===== src/hw/rtl/mhc_pkg.sv =====
`default_nettype none
// ----------------------------------------------------------------------------
// mhc_pkg
// Shared types, widths and the arctangent table for the magnetometer
// heading core.
// ----------------------------------------------------------------------------
package mhc_pkg;

  localparam int RAW_W      = 16;
  localparam int CORR_W     = 18;
  localparam int OFF_W      = 17;
  localparam int HEAD_W     = 15;

  localparam int DATA_W     = 36;
  localparam int DIG_W      = 9;
  localparam int NDIG       = DATA_W / DIG_W;
  localparam int DIG_CW     = $clog2(NDIG);
  localparam int PRESCALE_SH = 14;

  localparam int ZW         = 27;
  localparam int ANG_FRAC   = 16;
  localparam int HALF_TURN  = 180 * (2 ** ANG_FRAC);
  localparam int FULL_TURN  = 360 * (2 ** ANG_FRAC);
  localparam int ATAN_IDX_W = 5;

  typedef enum logic [1:0] {
    OP_CAL  = 2'd0,
    OP_FIN  = 2'd1,
    OP_MEAS = 2'd2
  } mhc_op_t;

  typedef struct packed {
    logic                     start;
    logic signed [CORR_W-1:0] cx;
    logic signed [CORR_W-1:0] cy;
  } mhc_req_t;

  // atan(2^-i) in 2^-16 degree
  function automatic logic [ZW-1:0] atan_entry(input logic [ATAN_IDX_W-1:0] idx);
    logic [ZW-1:0] v;
    unique case (idx)
      5'd0:  v = ZW'(2949120);
      5'd1:  v = ZW'(1740967);
      5'd2:  v = ZW'(919879);
      5'd3:  v = ZW'(466945);
      5'd4:  v = ZW'(234379);
      5'd5:  v = ZW'(117304);
      5'd6:  v = ZW'(58666);
      5'd7:  v = ZW'(29335);
      5'd8:  v = ZW'(14668);
      5'd9:  v = ZW'(7334);
      5'd10: v = ZW'(3667);
      5'd11: v = ZW'(1833);
      5'd12: v = ZW'(917);
      5'd13: v = ZW'(458);
      5'd14: v = ZW'(229);
      5'd15: v = ZW'(115);
      5'd16: v = ZW'(57);
      5'd17: v = ZW'(29);
      5'd18: v = ZW'(14);
      5'd19: v = ZW'(7);
      5'd20: v = ZW'(4);
      5'd21: v = ZW'(2);
      5'd22: v = ZW'(1);
      default: v = '0;
    endcase
    return v;
  endfunction

endpackage
`default_nettype wire


===== src/hw/rtl/mhc_cordic.sv =====
`default_nettype none
// ----------------------------------------------------------------------------
// mhc_cordic
// Vectoring CORDIC for atan2(cy, cx) with digit-serial x/y adders; returns
// the heading rounded to 2^-HEADING_FRAC_BITS degree in [0, 360).
// ----------------------------------------------------------------------------
module mhc_cordic
  import mhc_pkg::*;
#(
  parameter int CORDIC_STEPS      = 16,
  parameter int HEADING_FRAC_BITS = 6
) (
  input  logic              clk,
  input  logic              rst,
  input  mhc_req_t          req,
  output logic              done,
  output logic [HEAD_W-1:0] heading
);

  localparam int STEP_W = $clog2(CORDIC_STEPS);
  localparam int SH     = ANG_FRAC - HEADING_FRAC_BITS;
  localparam int HW     = ZW - SH;
  localparam logic [ZW-1:0] HALF      = ZW'(2 ** (SH - 1));
  localparam logic [ZW-1:0] FULL_HALF = ZW'(FULL_TURN + 2 ** (SH - 1));
  localparam logic [HW-1:0] HFULL     = HW'(360 * (2 ** HEADING_FRAC_BITS));
  localparam logic [STEP_W-1:0] LAST_STEP = STEP_W'(CORDIC_STEPS - 1);
  localparam logic [DIG_CW-1:0] LAST_DIG  = DIG_CW'(NDIG - 1);

  typedef enum logic [2:0] {
    C_IDLE,
    C_LOAD,
    C_ADD,
    C_ROUND,
    C_WRAP
  } cstate_t;

  cstate_t             state;
  logic [DATA_W-1:0]   x;
  logic [DATA_W-1:0]   y;
  logic [DATA_W-1:0]   opx;
  logic [DATA_W-1:0]   opy;
  logic [ZW-1:0]       z;
  logic [STEP_W-1:0]   i;
  logic [DIG_CW-1:0]   dig;
  logic                dir;
  logic                cx_c;
  logic                cy_c;
  logic [HW-1:0]       h;

  logic                 neg;
  logic [DATA_W-1:0]    cxw;
  logic [DATA_W-1:0]    cyw;
  logic [DATA_W-1:0]    x0;
  logic [DATA_W-1:0]    y0;
  logic [DIG_W-1:0]     bx;
  logic [DIG_W-1:0]     by;
  logic [DIG_W:0]       sumx;
  logic [DIG_W:0]       sumy;
  logic [ZW-1:0]        atan_v;
  logic [ZW-1:0]        zr;
  logic [DATA_W-1:0]    shx;
  logic [DATA_W-1:0]    shy;
  logic                 done_next;

  always_comb begin
    neg    = req.cx[CORR_W-1];
    cxw    = {{(DATA_W-CORR_W){req.cx[CORR_W-1]}}, req.cx};
    cyw    = {{(DATA_W-CORR_W){req.cy[CORR_W-1]}}, req.cy};
    x0     = (neg ? (~cxw + 1'b1) : cxw) << PRESCALE_SH;
    y0     = (neg ? (~cyw + 1'b1) : cyw) << PRESCALE_SH;
    shx    = DATA_W'($signed(y) >>> i);
    shy    = DATA_W'($signed(x) >>> i);
    bx     = opx[DIG_W-1:0] ^ {DIG_W{~dir}};
    by     = opy[DIG_W-1:0] ^ {DIG_W{dir}};
    sumx   = {1'b0, x[DIG_W-1:0]} + {1'b0, bx} + (DIG_W+1)'(cx_c);
    sumy   = {1'b0, y[DIG_W-1:0]} + {1'b0, by} + (DIG_W+1)'(cy_c);
    atan_v = atan_entry(ATAN_IDX_W'(i));
    zr     = z + (z[ZW-1] ? FULL_HALF : HALF);
    done_next = (state == C_IDLE && req.start && req.cx == '0 && req.cy == '0) ||
                (state == C_WRAP);
  end

  always_ff @(posedge clk) begin
    if (rst) begin
      state <= C_IDLE;
      done  <= 1'b0;
    end else begin
      done <= done_next;
      unique case (state)
        C_IDLE: begin
          if (req.start) begin
            if (req.cx == '0 && req.cy == '0) begin
              heading <= '0;
            end else begin
              x     <= x0;
              y     <= y0;
              z     <= neg ? ZW'(HALF_TURN) : '0;
              i     <= '0;
              state <= C_LOAD;
            end
          end
        end
        C_LOAD: begin
          opx   <= shx;
          opy   <= shy;
          dir   <= ~y[DATA_W-1];
          cx_c  <= y[DATA_W-1];
          cy_c  <= ~y[DATA_W-1];
          z     <= y[DATA_W-1] ? (z - atan_v) : (z + atan_v);
          dig   <= '0;
          state <= C_ADD;
        end
        C_ADD: begin
          x    <= {sumx[DIG_W-1:0], x[DATA_W-1:DIG_W]};
          y    <= {sumy[DIG_W-1:0], y[DATA_W-1:DIG_W]};
          opx  <= opx >> DIG_W;
          opy  <= opy >> DIG_W;
          cx_c <= sumx[DIG_W];
          cy_c <= sumy[DIG_W];
          if (dig == LAST_DIG) begin
            if (i == LAST_STEP) begin
              state <= C_ROUND;
            end else begin
              i     <= i + 1'b1;
              state <= C_LOAD;
            end
          end else begin
            dig <= dig + 1'b1;
          end
        end
        C_ROUND: begin
          h     <= zr[ZW-1:SH];
          state <= C_WRAP;
        end
        C_WRAP: begin
          heading <= HEAD_W'((h >= HFULL) ? (h - HFULL) : h);
          state   <= C_IDLE;
        end
        default: state <= C_IDLE;
      endcase
    end
  end

`ifndef SYNTH
  a_done_pulse: assert property (@(posedge clk) disable iff (rst) done |=> !done)
    else $error("done held for more than one cycle");
  a_start_idle: assert property (@(posedge clk) disable iff (rst)
    req.start |-> state == C_IDLE)
    else $error("start while CORDIC busy");
  a_add_dig: assert property (@(posedge clk) disable iff (rst)
    (state == C_ADD && dig != LAST_DIG) |=> state == C_ADD)
    else $error("digit pass cut short");
`endif

endmodule
`default_nettype wire


===== src/hw/rtl/magnetometer_heading_with_calibration_core.sv =====
`default_nettype none
// ----------------------------------------------------------------------------
// magnetometer_heading_with_calibration_core
// Hard-iron min/max calibration and atan2 heading for a 3-axis magnetometer.
// ----------------------------------------------------------------------------
// Calibrate and finish items are handled in the idle state and give no result.
// A measure item keeps the block from taking the next item until its result
// is handed off to the output register: each CORDIC iteration is one
// operand-load step plus the four 9-bit digits of the 36-bit x/y adders,
// plus start, round, wrap and hand-off steps. A zero vector skips the
// iterations. The hand-off waits while the output register is still full. Results
// sit in an output register, so a new item is taken while a result waits.
module magnetometer_heading_with_calibration_core
  import mhc_pkg::*;
#(
  parameter int CORDIC_STEPS      = 16,
  parameter int HEADING_FRAC_BITS = 6
) (
  input  logic                     clk,
  input  logic                     rst,
  input  logic                     in_valid,
  output logic                     in_stall,
  input  logic [1:0]               opcode,
  input  logic signed [RAW_W-1:0]  raw_x,
  input  logic signed [RAW_W-1:0]  raw_z,
  input  logic signed [RAW_W-1:0]  raw_y,
  output logic                     out_valid,
  input  logic                     out_stall,
  output logic signed [CORR_W-1:0] corrected_x,
  output logic signed [CORR_W-1:0] corrected_y,
  output logic signed [RAW_W-1:0]  corrected_z,
  output logic [HEAD_W-1:0]        heading
);

  typedef enum logic [1:0] {
    T_IDLE,
    T_BUSY,
    T_HOLD
  } tstate_t;

  tstate_t                  state;
  logic signed [RAW_W-1:0]  max_x;
  logic signed [RAW_W-1:0]  min_x;
  logic signed [RAW_W-1:0]  max_y;
  logic signed [RAW_W-1:0]  min_y;
  logic signed [OFF_W-1:0]  offset_x_half;
  logic signed [OFF_W-1:0]  offset_y_half;
  logic signed [RAW_W-1:0]  pend_z;
  mhc_req_t                 req;

  logic                     acc;
  logic                     out_free;
  logic                     meas_go;
  logic                     out_load;
  logic signed [CORR_W-1:0] cx;
  logic signed [CORR_W-1:0] cy;
  logic                     cdone;
  logic [HEAD_W-1:0]        cheading;

  assign acc      = in_valid && !in_stall;
  assign in_stall = (state != T_IDLE);
  assign out_free = !out_valid || !out_stall;
  assign meas_go  = acc && (opcode == OP_MEAS);
  assign out_load = (state == T_HOLD) && out_free;

  always_comb begin
    cx = {raw_x[RAW_W-1], raw_x, 1'b0} - {offset_x_half[OFF_W-1], offset_x_half};
    cy = {raw_y[RAW_W-1], raw_y, 1'b0} - {offset_y_half[OFF_W-1], offset_y_half};
  end

  always_ff @(posedge clk) begin
    if (rst) begin
      state         <= T_IDLE;
      out_valid     <= 1'b0;
      req.start     <= 1'b0;
      max_x         <= RAW_W'(-32768);
      min_x         <= RAW_W'(32767);
      max_y         <= RAW_W'(-32768);
      min_y         <= RAW_W'(32767);
      offset_x_half <= '0;
      offset_y_half <= '0;
    end else begin
      req.start <= meas_go;
      if (out_load) begin
        out_valid <= 1'b1;
      end else if (out_valid && !out_stall) begin
        out_valid <= 1'b0;
      end
      unique case (state)
        T_IDLE: begin
          if (acc) begin
            unique case (mhc_op_t'(opcode))
              OP_CAL: begin
                if (raw_x > max_x) max_x <= raw_x;
                if (raw_x < min_x) min_x <= raw_x;
                if (raw_y > max_y) max_y <= raw_y;
                if (raw_y < min_y) min_y <= raw_y;
              end
              OP_FIN: begin
                offset_x_half <= OFF_W'(max_x) + OFF_W'(min_x);
                offset_y_half <= OFF_W'(max_y) + OFF_W'(min_y);
              end
              OP_MEAS: begin
                req.cx    <= cx;
                req.cy    <= cy;
                pend_z    <= raw_z;
                state     <= T_BUSY;
              end
              default: ;
            endcase
          end
        end
        T_BUSY: begin
          if (cdone) state <= T_HOLD;
        end
        T_HOLD: begin
          if (out_free) begin
            corrected_x <= req.cx;
            corrected_y <= req.cy;
            corrected_z <= pend_z;
            heading     <= cheading;
            state       <= T_IDLE;
          end
        end
        default: state <= T_IDLE;
      endcase
    end
  end

  mhc_cordic #(
    .CORDIC_STEPS      (CORDIC_STEPS),
    .HEADING_FRAC_BITS (HEADING_FRAC_BITS)
  ) u_cordic (
    .clk     (clk),
    .rst     (rst),
    .req     (req),
    .done    (cdone),
    .heading (cheading)
  );

`ifndef SYNTH
  a_done_busy: assert property (@(posedge clk) disable iff (rst)
    cdone |-> state == T_BUSY)
    else $error("CORDIC done outside busy");
  a_range_order: assert property (@(posedge clk) disable iff (rst)
    (acc && opcode == OP_CAL) |=> (max_x >= min_x && max_y >= min_y))
    else $error("calibration range inverted");
  a_out_from_hold: assert property (@(posedge clk) disable iff (rst)
    $rose(out_valid) |-> $past(state) == T_HOLD)
    else $error("result shown without finished measure");
`endif

endmodule
`default_nettype wire


===== config.mk =====
export PLATFORM = sky130hd
export DESIGN_NAME = magnetometer_heading_with_calibration_core
export DESIGN_NICKNAME = d
export VERILOG_FILES = /design/src/hw/rtl/mhc_pkg.sv /design/src/hw/rtl/mhc_cordic.sv /design/src/hw/rtl/magnetometer_heading_with_calibration_core.sv
export SDC_FILE = /design/constraint.sdc
export NUM_CORES = 1
export LEC_CHECK = 0
export BUFFER_PORTS_ARGS = -buffer_cell sky130_fd_sc_hd__buf_2
export CORE_MARGIN = 2
export CORE_UTILIZATION = 30
export CTS_BUF_LIST = sky130_fd_sc_hd__clkbuf_4 sky130_fd_sc_hd__clkbuf_8
export CTS_CLUSTER_DIAMETER = 30
export DETAILED_ROUTE_END_ITERATION = 10
export PLACE_DENSITY_LB_ADDON = 0.1
export SLEW_MARGIN = 0
export SYNTH_ARGS = -nofsm -noshare
export SYNTH_HDL_FRONTEND = slang
export SYNTH_SLANG_ARGS = --single-unit

===== constraint.sdc =====
create_clock -name clk -period 7.8 [get_ports clk]
set_input_delay 0.39 -clock clk [delete_from_list [all_inputs] [get_ports clk]]
set_output_delay 0.39 -clock clk [all_outputs]
set_load 0.005 [all_outputs]

==> results.json, run 1 <==
{
  "status": "complete, no violations",
  "p_leak_nw": 13.1,
  "path_clk_slew_ns": 0.05,
  "setup_violations": 0,
  "worst_ep_arrival_time_ns": 5.43,
  "whs_ns": 0.0889,
  "firstDrtPassIters": 6,
  "rrSetupSlack_ns": 2.88,
  "routed_wl_um": 76500,
  "clock_path_buffers": 3,
  "finalCritPeriodShare_pct": 63.1,
  "clock-sinks": 459,
  "seq_area_frac_synth_pct": 45.4,
  "antenna_found_initial": 2,
  "clock_latency_ns": 0.78,
  "grt.total_usage_pct": 16.3,
  "clockRootBuffer": "clkbuf_8",
  "numCtsBuffers": 138,
  "synth_top_area_share_pct": 36.1,
  "nNetsFinal": 3217,
  "synthCells": 2749,
  "ant_nets": 0,
  "path_class": "reg -> reg",
  "htreeDepth": 4,
  "synth_edf_count": 331,
  "multi_input_area_sq_um": 14000,
  "gp_congestion": 0.810,
  "ys_seq_elements": 459,
  "die_area_sq_um": 94200,
  "yosys.area.top_type": "edfxtp_1",
  "io_buffers": 122,
  "rr_worst_depth": 12,
  "setup_tns_ns": 0,
  "finalHoldViolCount": 0,
  "worstMarginPinSlew_ns": 1.16,
  "r2r-end": "u_cordic.z[24]",
  "filler_cell_count": 9149,
  "drtIter0Drc": 1387,
  "rsz0062_at_grt": "no",
  "yosys-top-cells-area": "edfxtp_1 36%, dfxtp_1 9.3%, ha_1 8.4%, nand2_1 4.6%, mux2i_1 4.3%",
  "routedWlPerCell_um": 17.9,
  "core_area_sq_um": 91200,
  "crit_end": "u_cordic.z[24]",
  "yosys_warnings": 0,
  "drive_above_1_share_pct": 15.7,
  "slew_headroom_pct": 22.6,
  "seq_area_sq_um": 12500,
  "fmax_ghz": 0.203,
  "hold_class": "in -> reg",
  "syn_area_per_cell_sq_um": 10.0,
  "cts_tree": "done",
  "crit_fanout": 28,
  "postCtsResizedCells": 0,
  "grt_overflow": 0,
  "io_pins": 123,
  "drv_cap": 0,
  "syn2layout_area_growth_pct": 19.7,
  "post_cts_buffers": 0,
  "grt_max_degree": 97,
  "crit_path_end_kind": "flip-flop",
  "vias_per_cell": 4.92,
  "fp.dieW_um": 307,
  "vias": 21000,
  "cp.required_ns": 8.30,
  "grt_pass1_vias": 21100,
  "async_flop_share_pct": 0,
  "grt_pass1_wl_um": 120000,
  "start_kind": "flip-flop",
  "synth_ff_type": "edfxtp_1",
  "synth_common_cells": "334 x nand2_1, 331 x edfxtp_1, 237 x nor2_1",
  "max-vdd-ir-drop_uv": 139,
  "syn_nets": 2997,
  "power.density_nw_per_um2": 214,
  "yosysMostFrequentCell": "nand2_1",
  "die_y_um": 307,
  "initial_utilization_pct": 30.2,
  "drc": 0,
  "critPathLaunch": "u_cordic.y[35]",
  "final.setup.worst_slack_ns": 2.88,
  "rr_startpoint": "u_cordic.y[35]",
  "final-max-slew-violation-count": 0,
  "ctsHoldBuffers": 50,
  "hpwl_um": 55800,
  "fin_crit_ns": 4.92,
  "place_ws_ns": 2.87,
  "rows": 111,
  "synth_cell_type_count": 74,
  "clock_skew_ns": 0.0545,
  "synth_area_sq_um": 27500
}
-- through the flow --
stage | cells | cell area, sq um | total power [mW] | util, %
after detailed placement | 3965 | 29400 | 3.41 | 32.3
final | 4264 | 32900 | 7.06 | 36.1
after floorplan | 2749 | 27500 | 3.22 | -
after global placement | 3965 | 29400 | 3.40 | 32.3
after global routing | 4263 | 32900 | 7.39 | 36.1
after CTS | 4262 | 32900 | 7.18 | 36.1
-- cell type report --
| type | count | share of cell area [%] |
|---|---|---|
| Inverter | 171 | 1.95 |
| Sequential cell | 459 | 37.9 |
| Antenna cell | 2 | 0.0152 |
| Clock inverter | 68 | 2.20 |
| Timing Repair Buffer | 199 | 3.99 |
| Multi-Input combinational cell | 2000 | 42.5 |
| Tap cell | 1186 | 4.50 |
| Clock buffer | 179 | 6.95 |
-- sequential cells by signal, summed over array words and instances, names as in the netlist, 17 cells and up --
name / flops
req: 37
u_cordic.y: 36
offset_x_half: 17
u_cordic.opy: 36
u_cordic.opx: 36
u_cordic.x: 36
u_cordic.h: 17
u_cordic.atan_v: 22
corrected_x: 18
offset_y_half: 17
corrected_y: 18
u_cordic.z: 27
-- routing by layer --
metal  up-vias  part of all wire [%]  global-route usage [%]
met5         -                     0                       0
met4         0                   2.8                    6.34
met3       137                   4.5                    3.23
met2       491                    43                    24.8
met1      9990                    49                    22.9
li1      10400                     -                       -
-- cells in the final DEF, fill, tap and decap left out, types with 27 or more instances in the layout --
cell           count
edfxtp_1         331
ha_1             185
nand3_1           32
buf_4             27
mux4_2            43
o21ai_0          150
xor2_1            63
clkbuf_4          28
nor3_1            54
a21oi_1          184
inv_1            166
dfxtp_1          128
nor2b_1           33
clkbuf_8         151
o21a_1            28
xnor2_1           97
mux2i_1          117
and2_1            46
buf_2            122
dlygate4sd3_1     50
a21o_1            49
nor2_1           236
nand2_1          334
-- critical path, cell delays in order, from the launching register on --
cell and delay (ns):
edfxtp_1 0.95, clkinv_1 0.54, o21ai_0 0.22, xor2_1 0.19, ha_1 0.30, a21o_1 0.21, nor2b_1 0.10, a21boi_0 0.15
nor4_1 0.65, nor3b_1 0.19, or4_1 0.63, nand3_1 0.10, or3b_2 0.44
-- power breakdown --
part           total, mW  internal (mW)  switching (mW)
logic              0.666          0.286           0.380
clock network       3.67           2.35            1.33
registers           2.72           2.67          0.0435
-- worst min-delay path by stage --
stage               startpoint               to  slack, ns  cells past startpoint
finish               opcode[1]          req[36]       0.09                      2
global route         opcode[1]          req[36]       0.02                      2
global placement    pend_z[11]  corrected_z[11]       0.40                      0
detailed placement   pend_z[3]   corrected_z[3]       0.41                      0
floorplan            pend_z[0]   corrected_z[0]       0.40                      0
CTS                  opcode[1]          req[36]      0.003                      2
-- kinds of logic after synthesis --
family	Yosys count	share of synthesized area, %
xor+xnor	160	5.09
fa+ha+maj	194	9.07
compound gates	593	13.3
simple gates	872	14.5
buf+inv	290	4.00
mux	181	8.64
flops	459	45.4
No activity file was read; power rests on OpenSTA's default activity.
==> run 2: changes to the inputs <==
- clock period: 7.8 -> 4.8 ns (I/O delays scaled with it)
==> run 2 against run 1 <==
  * Final cell count grew 0.33%
  * Via count is the same
  * Combinational power grew 64%
  * Setup slack lost 2.1 ns
==> results.json, run 2 (synthesized netlist as in run 1, its figures left out) <==
{
  "routedWlPerCell_um": 18.0,
  "routed_wl_um": 77100,
  "syn2layout_area_growth_pct": 20.2,
  "clock-sinks": 459,
  "vias_per_cell": 4.91,
  "die_area_sq_um": 94200,
  "clock_path_buffers": 3,
  "clockRootBuffer": "clkbuf_8",
  "hpwl_um": 56600,
  "antenna_found_initial": 1,
  "grt_overflow": 0,
  "firstDrtPassIters": 7,
  "max-vdd-ir-drop_uv": 193,
  "p_leak_nw": 13.2,
  "grt_pass1_wl_um": 121000,
  "place_ws_ns": 0.827,
  "setup_tns_ns": 0,
  "drc": 0,
  "power.density_nw_per_um2": 345,
  "io_buffers": 122,
  "cp_cell_sequence": "inv_1, ha_1, nor4b_1, buf_4, and3_1, a21oi_1, xnor2_1, ha_1, nand2_1, o21ai_0, a41o_1, o31ai_1, buf_4, nor3b_1, or4_1, a21oi_1, or3b_2",
  "grt_max_degree": 149,
  "clock_latency_ns": 0.77,
  "final_common_cell": "nand2_1",
  "place_inst": 3980,
  "core_area_sq_um": 91200,
  "clock_skew_ns": 0.0520,
  "finalCritPeriodShare_pct": 83.5,
  "cp.required_ns": 5.30,
  "fp.dieW_um": 307,
  "path_buf_inv": 3,
  "final.setup.worst_slack_ns": 0.791,
  "crit_path_end_kind": "flip-flop",
  "layout_common_cells": "334 x nand2_1, 331 x edfxtp_1, 236 x nor2_1",
  "grt_pass1_vias": 21400,
  "finalHoldViolCount": 0,
  "path_class": "reg -> reg",
  "slowest_stage": "or3b_2",
  "fmax_ghz": 0.249,
  "die_y_um": 307,
  "drive_above_1_share_pct": 15.9,
  "drv_cap": 0,
  "drtIter0Drc": 1379,
  "worst_ep_arrival_time_ns": 4.51,
  "gp_congestion": 0.826,
  "rsz0062_at_grt": "no",
  "crit_fanout": 7,
  "start_kind": "flip-flop",
  "grt.total_usage_pct": 16.5,
  "rows": 111,
  "io_pins": 123,
  "htreeDepth": 4,
  "fin_crit_ns": 4.01,
  "status": "complete, no violations",
  "numCtsBuffers": 134,
  "worstMarginPinSlew_ns": 1.19,
  "vias": 21000,
  "post_cts_buffers": 0,
  "ant_nets": 0,
  "initial_utilization_pct": 30.2,
  "largest_reg_flops": 37,
  "whs_ns": 0.187,
  "final-max-slew-violation-count": 0,
  "cts_tree": "done",
  "setup_violations": 0,
  "cp_top_family": "simple AND/OR/NAND/NOR gates",
  "nNetsFinal": 3231,
  "path_clk_slew_ns": 0.06,
  "final_cells": 4278,
  "slew_headroom_pct": 19.7,
  "hold_class": "in -> reg",
  "top_register": "req",
  "critPathMaxStageDelay_ns": 0.43
}
## run 2: cell count changes in the layout (fill, tap and decap cells not counted), moves of 3 or more
cell	previous run	this run
clkinvlp_4	9	6
clkbuf_8	151	145
clkinv_1	16	20
dlygate4sd3_1	50	53
buf_4	27	40
clkbuf_4	28	22
## run 2: timing repair
| action | 4_1_cts | 5_1_grt |
|---|---|---|
| hold buffers | 53 | 0 |
| resized for setup | 0 | 0 |
| endpoints found under the hold margin | 89 | 0 |
## run 2: final cells by class
class | instances | area [sq um]
antenna | 1 | 2.50
sequential | 459 | 12500
inverter | 171 | 642
clock inverter | 77 | 796
timing repair buffer | 217 | 1480
clock buffer | 167 | 2160
fill | 9151 | 58200
tap | 1186 | 1480
multi-input combinational | 2000 | 14000
## run 2: path summary, 6_finish.rpt
check | from | cells past startpoint | slack (ns) | endpoint
max | u_cordic.atan_v[0] | 17 | 0.79 | u_cordic.z[24]
min | raw_z[3] | 2 | 0.19 | pend_z[3]
max reg2reg | u_cordic.atan_v[0] | 17 | 0.79 | u_cordic.z[24]
min reg2reg | u_cordic.heading[12] | 0 | 0.42 | heading[12]
## run 2: power by group
part,switching (mW),total (mW),leakage (nW),internal [mW]
clock,2.17,5.90,1.54,3.74
sequential,0.0716,4.42,4.06,4.34
combinational,0.619,1.09,7.59,0.472
total,2.86,11.4,13.2,8.55
## run 2: stage by stage
stage	util, %	cell area [sq um]	power (mW)
4_1_cts	36.2	33100	11.6
3_3_place_gp	32.4	29600	5.54
2_1_floorplan	-	27500	5.24
3_5_place_dp	32.4	29600	5.55
6_report	36.2	33100	11.4
5_1_grt	36.2	33100	12.0
## run 2: routing by layer
metal / wire length (um) / GRT usage [%]
met5: 0 / 0
met4: 1780 / 5.71
met3: 3690 / 3.78
met2: 34500 / 25.7
met1: 37100 / 22.4
==> run 3: changes to the inputs <==
- clock period: 4.8 -> 3.21 ns (I/O delays scaled with it)
==> run 3 against run 2 <==
  * The flow now finishes with violations (negative setup slack)
  * Clock skew fell by 0.0074 ns
  * Power rose by 53%
  * Critical path type unchanged
  * Count of clock-buffer cells in the layout fell by 15
  * Via count rose by 3.7%
  * Fmax rose by 16%
  * Die area did not move
  * Non-clock buffer count rose by 189
  * Hold slack got worse by 0.081 ns
  * Register-to-register slack got worse by 1.0 ns
  * Utilization rose by 2.3 points
==> results.json, run 3 (synthesized netlist as in run 1, its figures left out) <==
{
  "status": "complete, but fails checks",
  "violations": "negative setup slack",
  "die_y_um": 307,
  "grtUsageMet1_pct": 22.7,
  "numCtsBuffers": 121,
  "slew_headroom_pct": 41.1,
  "worstMarginPinSlew_ns": 0.882,
  "seq_power_share_pct": 37.8,
  "power.density_nw_per_um2": 496,
  "met3_usage_pct": 2.86,
  "vias": 21800,
  "vias_per_cell": 4.89,
  "clock_power_share_pct": 51.8,
  "syn2layout_area_growth_pct": 27.7,
  "filler_cell_count": 9037,
  "fp.dieW_um": 307,
  "nNetsFinal": 3407,
  "initial_utilization_pct": 30.2,
  "ant_nets": 0,
  "htreeDepth": 3,
  "switching_share_pct": 24.4,
  "fin_crit_ns": 3.44,
  "max-vdd-ir-drop_uv": 295,
  "grt_overflow": 0,
  "p_leak_nw": 14.2,
  "drv_cap": 0,
  "clock-sinks": 459,
  "crit_fanout": 4,
  "cp.required_ns": 3.70,
  "drtIter0Drc": 1233,
  "top_register": "req",
  "clockRootBuffer": "clkbuf_8",
  "dpl_cell_area_sq_um": 30900,
  "finalHoldViolCount": 0,
  "rows": 111,
  "gp_congestion": 0.792,
  "start_kind": "flip-flop",
  "cts_tree": "done",
  "grt_pass1_vias": 22000,
  "largest_reg_flops": 37,
  "worst_ep_arrival_time_ns": 3.93,
  "core_area_sq_um": 91200,
  "hpwl_um": 58600,
  "clock_latency_ns": 0.76,
  "io_pins": 123,
  "path_class": "reg -> reg",
  "io_buffers": 122,
  "gr-usage-met2_pct": 26.8,
  "hold_class": "in -> reg",
  "grt.total_usage_pct": 16.8,
  "final_common_cell": "nand2_1",
  "die_area_sq_um": 94200,
  "routedWlPerCell_um": 17.9,
  "drc": 0,
  "layout_common_cells": "333 x nand2_1, 331 x edfxtp_1, 230 x nor2_1",
  "crit_path_end_kind": "flip-flop",
  "final-max-slew-violation-count": 0,
  "power.share.combinational_pct": 10.4,
  "final.setup.worst_slack_ns": -0.234,
  "path_clk_slew_ns": 0.06,
  "grt_pass1_wl_um": 124000,
  "clock_path_buffers": 3,
  "finalCritPeriodShare_pct": 107,
  "rsz0062_at_grt": "yes",
  "drive_above_1_share_pct": 23.2,
  "seq_area_sq_um": 12500,
  "antenna_found_initial": 2,
  "top_usage_layer": "met2",
  "setup_violations": 10,
  "routed_wl_um": 79600,
  "fmax_ghz": 0.290,
  "multi_input_area_sq_um": 14400,
  "finalPower_mw": 17.4,
  "firstDrtPassIters": 4,
  "clock_skew_ns": 0.0446,
  "p_int_mw": 13.2,
  "p_sw_mw": 4.25,
  "fin_area_sq_um": 35100,
  "grt_max_degree": 101
}
run 3: cell count changes in the layout (fill, tap and decap cells not counted), moves of 7 or more:
| cell | before | now |
|---|---|---|
| o21ai_1 | 7 | 14 |
| buf_6 | 0 | 11 |
| a21oi_2 | 0 | 13 |
| buf_4 | 40 | 208 |
| o21ai_0 | 150 | 136 |
| clkbuf_8 | 145 | 134 |
| clkinv_1 | 20 | 10 |
| ha_1 | 185 | 178 |
| bufinv_16 | 14 | 22 |
| buf_12 | 2 | 12 |
| o21ai_2 | 0 | 7 |
| a21oi_1 | 184 | 170 |
run 3: critical path, cell delays in order (launching register included):
cell and delay, ns:
dfxtp_2 0.33, nor2_4 0.13, nand3_4 0.09, nor4_4 0.26, and3_4 0.25, buf_4 0.11, nor2b_4 0.17, nor2_1 0.06
xnor2_1 0.13, ha_1 0.31, buf_4 0.15, nand3_2 0.09, buf_6 0.10, nor2_2 0.04, or4_4 0.55, nand3_2 0.07
or3b_4 0.37
run 3: path summary, 6_finish.rpt:
check                           from              end  slack (ns)  cells past startpoint
setup / recovery  u_cordic.atan_v[3]   u_cordic.z[24]       -0.23                     16
hold / removal             raw_z[12]       pend_z[12]        0.11                      2
setup reg to reg  u_cordic.atan_v[3]   u_cordic.z[24]       -0.23                     16
hold reg to reg           pend_z[13]  corrected_z[13]        0.42                      0
run 3: routing by layer:
layer / wire length (um) / up-vias
met5: 0 / -
li1: - / 10800
met2: 36000 / 445
met4: 2250 / 0
met3: 3390 / 128
met1: 38000 / 10400
run 3: through the flow:
stage	hold WS (ns)	setup TNS, ns	utilization [%]	setup WS (ns)	std cells
finish	0.106	-1.02	38.5	-0.234	4456
global route	0.0623	-3.51	38.5	-0.395	4455
CTS	0.00744	-1.23	38.2	-0.302	4435
detailed placement	0.339	-4.87	33.9	-0.553	4128
global placement	0.339	-4.36	33.9	-0.501	4128
floorplan	0.240	-0.549	-	-0.359	2749
run 3: area by class of cell:
cell class | count | share of cell area [%]
Timing Repair Buffer | 406 | 8.73
Multi-Input combinational cell | 2000 | 41.1
Sequential cell | 459 | 35.6
Clock inverter | 80 | 2.88
Inverter | 171 | 1.83
Tap cell | 1186 | 4.22
Clock buffer | 152 | 5.63
Antenna cell | 2 | 0.0142
run 3: repair_timing:
action	4_1_cts	5_1_grt
gates resized for setup	63	50
endpoints found under the setup margin	32	31
hold buffers	53	0
endpoints found under the hold margin	131	0
setup buffers	22	20
pin swaps	24	34
run 3: power groups by stage:
stage	logic, mW	clock network, mW	registers [mW]
2_1_floorplan	1.18	0	6.67
3_3_place_gp	1.69	0	6.70
3_5_place_dp	1.72	0	6.70
4_1_cts	1.81	9.31	6.59
5_1_grt	2.04	9.63	6.60
6_report	1.82	9.04	6.59
